===== src/rtl/core/pal_pkg.sv =====
// Shared types and constants for the positional array list block.
// Holds field widths, operation and status codes, and the cell control struct.
// No dependencies.
package pal_pkg;

    // Field widths of the stream items
    localparam int OP_W        = 2;
    localparam int POS_W       = 8;
    localparam int VAL_W       = 32;
    localparam int ST_W        = 2;
    localparam int COUNT_W     = 8;
    localparam int IN_TDATA_W  = 48;
    localparam int OUT_TDATA_W = 48;

    // Default list capacity and read-tree grouping
    localparam int DEPTH_DEF   = 128;
    localparam int GROUP_SIZE  = 16;

    typedef enum logic [OP_W-1:0] {
        OP_INSERT = 2'd0,
        OP_DELETE = 2'd1,
        OP_MODIFY = 2'd2,
        OP_READ   = 2'd3
    } t_op;

    typedef enum logic [ST_W-1:0] {
        ST_OK      = 2'd0,
        ST_FULL    = 2'd1,
        ST_BAD_POS = 2'd2
    } t_status;

    // What every cell does in the current cycle
    typedef enum logic [2:0] {
        ACT_HOLD   = 3'd0,
        ACT_INSERT = 3'd1,
        ACT_DELETE = 3'd2,
        ACT_WRITE  = 3'd3,
        ACT_READ   = 3'd4
    } t_act;

    typedef struct packed {
        t_act              act;
        logic [POS_W-1:0]  pos;
        logic [VAL_W-1:0]  value;
    } t_cell_ctl;

endpackage


===== src/rtl/core/pal_cell.sv =====
// One storage cell of the positional array list: holds a single entry.
// Shifts from its left or right neighbor, takes a new value, or drives it for a read.
// Depends on pal_pkg.
module pal_cell
    import pal_pkg::*;
#(
    parameter int INDEX = 0
) (
    input  logic             i_clk,
    input  t_cell_ctl        i_ctl,
    input  logic [VAL_W-1:0] i_left,
    input  logic [VAL_W-1:0] i_right,
    output logic [VAL_W-1:0] o_entry,
    output logic [VAL_W-1:0] o_sel
);

    logic [VAL_W-1:0] r_entry;
    logic [VAL_W-1:0] n_entry;
    logic             w_at;
    logic             w_above;

    // Compare this cell's place with the target position
    assign w_at    = (INDEX == int'(i_ctl.pos));
    assign w_above = (INDEX >  int'(i_ctl.pos));

    // Pick the next entry for this cell
    always_comb begin
        n_entry = r_entry;
        case (i_ctl.act)
            ACT_INSERT: begin
                if (w_at) begin
                    n_entry = i_ctl.value;
                end else if (w_above) begin
                    n_entry = i_left;
                end
            end
            ACT_DELETE: begin
                if (w_at || w_above) begin
                    n_entry = i_right;
                end
            end
            ACT_WRITE: begin
                if (w_at) begin
                    n_entry = i_ctl.value;
                end
            end
            default: begin
                n_entry = r_entry;
            end
        endcase
    end

    // Hold the entry; payload only, no reset
    always_ff @(posedge i_clk) begin
        r_entry <= n_entry;
    end

    assign o_entry = r_entry;
    // Drive the entry onto the read tree only when addressed by a read
    assign o_sel   = ((i_ctl.act == ACT_READ) && w_at) ? r_entry : '0;

endmodule


===== config.mk =====
export PLATFORM = sky130hd
export DESIGN_NAME = pal_cell
export DESIGN_NICKNAME = d
export VERILOG_FILES = /design/src/rtl/core/pal_pkg.sv /design/src/rtl/core/pal_cell.sv
export SDC_FILE = /design/constraint.sdc
export NUM_CORES = 1
export LEC_CHECK = 0
export ABC_AREA = 1
export BUFFER_PORTS_ARGS = -buffer_cell sky130_fd_sc_hd__buf_4
export CORE_ASPECT_RATIO = 1.4
export CORE_MARGIN = 2
export CORE_UTILIZATION = 34
export CTS_BUF_LIST = sky130_fd_sc_hd__clkbuf_8
export DETAILED_ROUTE_END_ITERATION = 6
export PLACE_DENSITY = 0.83
export SETUP_SLACK_MARGIN = 0.2
export SLEW_MARGIN = 5
export SYNTH_ARGS = -nofsm -noshare
export SYNTH_HDL_FRONTEND = slang
export SYNTH_SLANG_ARGS = --single-unit

===== constraint.sdc =====
create_clock -name i_clk -period 3.57 [get_ports i_clk]
set_clock_uncertainty 0.15 [all_clocks]
set_input_delay 0.714 -clock i_clk [delete_from_list [all_inputs] [get_ports i_clk]]
set_output_delay 0.714 -clock i_clk [all_outputs]
set_load 0.05 [all_outputs]

# After elaboration in Yosys (flattened, before gate mapping)

Cells that the tools add are included.
W data, S select, Z words.

Bits in writable memories: 0
Memories: 0
Latch bits: 0
Output and inout bits: 64
Bits in read-only memories: 0
Logic and storage cells: 16
Register bits after elaboration: 32

Add/sub/neg operators: 0
Bitwise gates (word level): 0
Magnitude comparators: 0
Multiply operators: 0
Multiplexer cells: 4
Divide/modulo/power cells: 0
Equality and inequality tests: 6
Reductions and logical operators: 5
Shift operators: 0

Operators by type and width:

| cell                 | count |
|---|---|
| $mux W32             | 3 |
| $pmux W32 S2         | 1 |
| $logic_not A8 Y1     | 1 |
| $eq A3 B2 Y1 const B | 2 |
| $eq A3 B1 Y1 const B | 1 |
| $eq A3 B3 Y1 const B | 1 |
| $reduce_and A3 Y1    | 1 |
| $ne A2 B1 Y1 const B | 1 |
| $ne A2 B2 Y1 const B | 1 |
| $reduce_bool A2 Y1   | 1 |
| $reduce_or A2 Y1     | 1 |
| $logic_and A1 B1 Y1  | 1 |

# Logic depth before layout (Yosys ltp)

Gate-level depths: netlist of run 1.

Word-level depth: 4
Depth in mapped cells: 6

# Worst setup path after synthesis of run 1

OpenSTA, ideal clock, no wires.

Kind: input to register
Start point: in i_ctl[42] (netlist bit)
End point: reg r_entry[0], in the netlist o_entry[0], enable pin
Path slack: -159 ps
Cell stages on the path: 3
Arrival time: 3118 ps
Path buffers: 0
Required time: 2959 ps
Cell sequence: inv_2 > o21ai_0 > nor3_1

Cells in the longest elaborated chain, start to end: 4
Elaborated cells on any way between the ends: 8
Classes of those cells: eq/ne (5); reduce/logical (3)

Ends and longest elaborated chain:

| item                                                                | RTL line       | text |
|---|---|---|
| start: declaration                                                  | pal_cell.sv:10 | `input t_cell_ctl i_ctl,` |
| $eq A3 B2 Y1 or $eq A3 B1 Y1 (tied branches)                        | pal_cell.sv:29 | `case (i_ctl.act)` |
| $reduce_or A2 Y1 (no source line)                                   | n/a            |  |
| $ne A2 B1 Y1 (no source line) or $reduce_bool A2 Y1 (tied branches) | n/a            |  |
| $reduce_and A3 Y1 (no source line) *                                | n/a            |  |
| end signal: assignment                                              | pal_cell.sv:55 | `r_entry <= n_entry;` |
| end: declaration                                                    | pal_cell.sv:17 | `logic [VAL_W-1:0] r_entry;` |

Mark *: on every way between the ends. The rest lies on a longest branch, timed or not.
A chain may end at the register's enable or synchronous reset.

# Worst setup path in the final report of run 1

Start point: in i_ctl[39] (netlist bit)
End point: out o_sel[31]

Cells in the longest elaborated chain, start to end: 3

Ends and longest elaborated chain:

| item                | RTL line       | text |
|---|---|---|
| $logic_not A8 Y1    | pal_cell.sv:23 | `assign w_at = (INDEX == int'(i_ctl.pos));` |
| $logic_and A1 B1 Y1 | pal_cell.sv:60 | `assign o_sel = ((i_ctl.act == ACT_READ) && w_at) ? r_entry : '0;` |
| $mux W32            | pal_cell.sv:60 |  |
| end: declaration    | pal_cell.sv:14 | `output logic [VAL_W-1:0] o_sel` |

Every way passes these cells.

==> qor.txt, run 1 <==
status -> finished clean
die area -> 5770 sq um
Hold-fix buffers, CTS -> 0
vias in the first global route -> 1706
initial core utilization -> 0.346
GPL Wtd Cong -> 0.756
Setup WS post-layout -> 704 ps
Residual DRC -> 0
CTS tree -> done
# setup viols final -> 0
Ant. Diodes -> 0
critical path's largest stage delay -> 380 ps
TritonRoute pass-1 iters -> 4
first-iteration detailed-routing DRC count -> 46
routed len/inst -> 11.6 um
Place WS -> 677 ps
clock sinks -> 32
GRT Util Overall -> 0.168
Design Area, Final -> 2960 sq um
hpwl dp -> 3740 um
Worst setup EP type -> output pin
layout cells sized above 1 -> 0.440
part of the cycle the worst path needs -> 0.803
Startpoint Class -> primary input
sequential element share of the synthesized area -> 0.546
max-slew violations -> 0
Reg clk slew, reported paths -> 70 ps
initial antenna violation count -> 0
#FFs+latches synth -> 32
post-route ant nets -> 0
setup repair after global routing missed its margin -> false
critical path's slowest cell -> nand2_2
max-cap violations -> 0
die height -> 89.1 um
# port buffers -> 139
buffers inserted by post-CTS timing repair -> 0
average size of a mapped cell -> 8.07 sq um
IO Count -> 172
Core Box Area -> 5080 sq um
global route overflow -> 0
critical path fanouts, max -> 32
LEAKAGE -> 1.62 nW
pin count of the biggest net entering global routing -> 35
max reg flops -> 32
path type of the worst setup path -> primary input to output pin
global-route wire length before repair -> 7380 um
total power -> 0.868 mW
Syn-to-layout area delta -> 68.1%
H-tree levels -> 2
Slew @ Worst Pin -> 653 ps
min Tclk post-route -> 2870 ps
VDD IR max -> 171 uV
Longest Clk Path Bufs -> 2
Root Driver -> clkbuf_8
Area after DPL -> 2850 sq um
Hold Crit Class -> primary input to flop
post-synthesis cell type count -> 15
drt via density -> 4.39
Worst Path Arrival -> 2000 ps
synthesized cell area -> 1760 sq um
Hold Fails Final Rpt -> 0
cell area power density -> 294 nW/um^2
CTS Buf Count -> 5
CTS resizes -> 0
YS warnings -> 0
Hold Crit Depth -> 3
setup TNS -> 0 ps
synthesized instance count -> 218
nets -> 464
FMAX -> 349 MHz
Post-Route WL -> 4920 um
worst path cell trace -> buf_4 > nor2_1 > nand2_1 > nor2_1 > nand2_2 > nor2_1 > buf_4
required time worst endpoint -> 2710 ps
cell mode on critical path -> nor2_1
slew margin rel. -> 0.563
Rows -> 31
die width -> 64.8 um
Vias -> 1858
Post-Syn Nets -> 326
per-stage QoR:
| stage | utilization | cells | hold WS, ps |
|---|---|---|---|
| final | 0.582 | 423 | 549 |
| after global routing | 0.582 | 423 | 542 |
| after CTS | 0.582 | 423 | 539 |
| after detailed placement | 0.561 | 415 | 830 |
| after global placement | 0.561 | 415 | 829 |
| after floorplan | - | 218 | 743 |
final timing paths:
path | from | to | slack [ps]
max | i_ctl[39] | o_sel[31] | 700
min | i_right[25] | o_entry[25] | 550
kinds of logic (layout without fill, tap and decap cells):
logic type,after synthesis,count (layout),synth area share
flops,32,32,0.546
buf+inv,46,185,0.118
compound gates,1,1,0.00284
simple gates,139,139,0.333
synth_stat cells:
master / instances / area share
clkbuf_1: 3 / 0.0064
nand2_1: 67 / 0.14
nand2_2: 1 / 0.0036
buf_1: 2 / 0.0043
buf_2: 4 / 0.011
nand3_1: 32 / 0.091
edfxtp_1: 32 / 0.55
nor2_2: 3 / 0.011
nor3_1: 1 / 0.0028
nor2_1: 34 / 0.073
nor3_4: 1 / 0.0092
buf_6: 4 / 0.026
inv_2: 1 / 0.0021
inv_1: 32 / 0.068
o21ai_0: 1 / 0.0028
power breakdown:
| part | total, mW | internal (mW) | switching, mW |
|---|---|---|---|
| clock | 0.331 | 0.203 | 0.128 |
| sequential | 0.418 | 0.417 | 0.000307 |
| combinational | 0.120 | 0.0697 | 0.0503 |
| total | 0.868 | 0.690 | 0.178 |
critical path: cells and delay by family:
kind                   cells  cell delay, ps
buffers and inverters      2             330
and+or+nand+nor            5             940
area by class of cell:
| cell class | count | area [sq um] |
|---|---|---|
| clock buffer | 5 | 68.8 |
| clock inverter | 3 | 37.5 |
| fill | 480 | 2120 |
| inverter | 33 | 124 |
| multi-input combinational | 140 | 602 |
| sequential | 32 | 961 |
| tap | 66 | 82.6 |
| timing repair buffer | 144 | 1080 |
per-layer routing:
layer  share of wire  track usage  vias to the layer above
met5               0            0                        -
met3           0.090       0.0554                        9
met2            0.53        0.309                       90
met4           0.021       0.0716                        0
met1            0.36        0.175                      808
li1                -            -                      951
placed cells by master, fill, tap and decap left out:
master,Yosys,routed
buf_4,0,144
nand2_1,67,67
nor3_4,1,2
nor2_2,3,3
nand3_1,32,32
o21ai_0,1,1
inv_2,1,1
nor2_1,34,34
clkbuf_8,0,5
clkinv_1,0,2
bufinv_16,0,1
inv_1,32,32
edfxtp_1,32,32
nand2_2,1,1
(Power assumes the default switching activity.)
==> run 2: changes to the inputs <==
- clock period: 3.57 -> 2.6 ns (I/O delays scaled with it)
==> qor.txt, run 2 (same netlist as run 1, synthesis figures left out) <==
max reg flops -> 32 (unchanged)
Hold Fails Final Rpt -> 0 (unchanged)
Fin Hold WS -> 356 ps (-193 ps)
Reg clk slew, reported paths -> 60 ps (about the same)
Core Box Area -> 5080 sq um (unchanged)
min Tclk post-route -> 2250 ps
Place WS -> 330 ps (-347 ps)
drt via density -> 4.39 (about the same)
status -> finished clean
Design Area, Final -> 2960 sq um (about the same)
global-route wire length before repair -> 7580 um (+2.7%)
Vias -> 1863 (+0.27%)
Ant. Diodes -> 0 (unchanged)
Startpoint Class -> primary input
CTS tree -> done
hpwl dp -> 3980 um (+6.2%)
max-cap violations -> 0 (unchanged)
Hold Crit Class -> primary input to flop
buffers inserted by post-CTS timing repair -> 0 (unchanged)
nets -> 466 (+0.43%)
Sequential Area -> 961 sq um (unchanged)
die width -> 64.8 um (unchanged)
Worst setup EP type -> output pin
TritonRoute pass-1 iters -> 4 (unchanged)
cell area power density -> 365 nW/um^2 (+24%)
global route overflow -> 0 (unchanged)
fill count -> 494 (+2.9%)
hold worst-path end -> o_entry[17]
clock sinks -> 32 (unchanged)
Worst Path Arrival -> 1580 ps (-420 ps)
critical path fanouts, max -> 13 (-59%)
VDD IR max -> 257 uV (+51%)
Multi-input gate area -> 602 sq um (unchanged)
first-iteration detailed-routing DRC count -> 30 (-35%)
FMAX -> 443 MHz
vias in the first global route -> 1731 (+1.5%)
# setup viols final -> 0 (unchanged)
Root Driver -> clkbuf_8
hold path startpoint -> i_right[17]
pin count of the biggest net entering global routing -> 35 (unchanged)
setup TNS -> 0 ps (unchanged)
part of the cycle the worst path needs -> 0.867
Residual DRC -> 0 (unchanged)
routed len/inst -> 11.8 um (+1.4%)
Hold Crit Depth -> 3 (unchanged)
layout cells sized above 1 -> 0.444 (+0.00436)
worst setup path start -> i_ctl[37]
commonest non-fill, non-tap cell in the layout -> buf_4
post-route ant nets -> 0 (unchanged)
critical path's slowest cell -> buf_4
critical path's largest stage delay -> 220 ps (-160 ps)
CTS resizes -> 0 (unchanged)
H-tree levels -> 2 (unchanged)
Longest Clk Path Bufs -> 2 (unchanged)
Syn-to-layout area delta -> 68.0% (about the same)
Slew @ Worst Pin -> 354 ps (-300 ps)
Rows -> 31 (unchanged)
LEAKAGE -> 1.62 nW (+0.12%)
Area after DPL -> 2880 sq um (+0.97%)
GRT Util Overall -> 0.174 (+0.00554)
die height -> 89.1 um (unchanged)
fin cells -> 424 (+0.24%)
slew margin rel. -> 0.764 (+0.201)
initial antenna violation count -> 0 (unchanged)
path type of the worst setup path -> primary input to output pin
most frequent cells in the layout -> 145 x buf_4, 67 x nand2_1, 34 x nor2_1
Hold-fix buffers, CTS -> 0 (unchanged)
required time worst endpoint -> 1930 ps (-780 ps)
total power -> 1.08 mW (+24%)
initial core utilization -> 0.346 (unchanged)
GPL Wtd Cong -> 0.807 (+6.7%)
CTS Buf Count -> 5 (unchanged)
Setup WS post-layout -> 345 ps (-359 ps)
worst path cell trace -> buf_4 > nor2_1 > nand2_1 > nor2_1 > nand2_2 > buf_4 > nor2_1 > buf_4
max-slew violations -> 0 (unchanged)
setup repair after global routing missed its margin -> false
IO Count -> 172 (unchanged)
die area -> 5770 sq um (unchanged)
Final Util -> 0.582 (about the same)
# port buffers -> 139 (unchanged)
Post-Route WL -> 5000 um (+1.7%)
placed cells -> 417 (+0.48%)
-- run 2: changes by cell type in the layout (fill, tap and decap cells not counted), sizes merged --
cell,previous run,this run
buf,144,146
bufinv,1,0
clkinv,2,1
inv,33,34
-- run 2: cell type report --
cell class              count  share of cell area
repair buffers            146               0.375
flip-flops and latches     32               0.325
multi-input cells         140               0.204
inverters                  33              0.0419
well taps                  66              0.0279
clock buffers               5              0.0233
clock inverters             2             0.00296
-- run 2: how the worst max path moves through the flow --
stage	to
final	o_sel[15]
after global routing	o_sel[15]
after CTS	o_sel[15]
after detailed placement	o_sel[15]
after global placement	o_sel[3]
after floorplan	o_sel[1]
-- run 2: per-layer routing --
layer / share of wire / vias up / global-route usage
met5: 0 / - / 0
met4: 0.021 / 0 / 0.0774
met3: 0.090 / 9 / 0.0529
met2: 0.53 / 83 / 0.322
met1: 0.36 / 818 / 0.180
li1: - / 953 / -
-- run 2: where the power goes --
group / switching, mW / internal [mW]
logic: 0.0702 / 0.0969
registers: 0.000438 / 0.573
clock network: 0.160 / 0.177
total: 0.231 / 0.847
-- run 2: critical path, delay by kind of cell --
kind	cells	cell delay [ps]
buffers and inverters	3	520
AND/OR/NAND/NOR	5	530
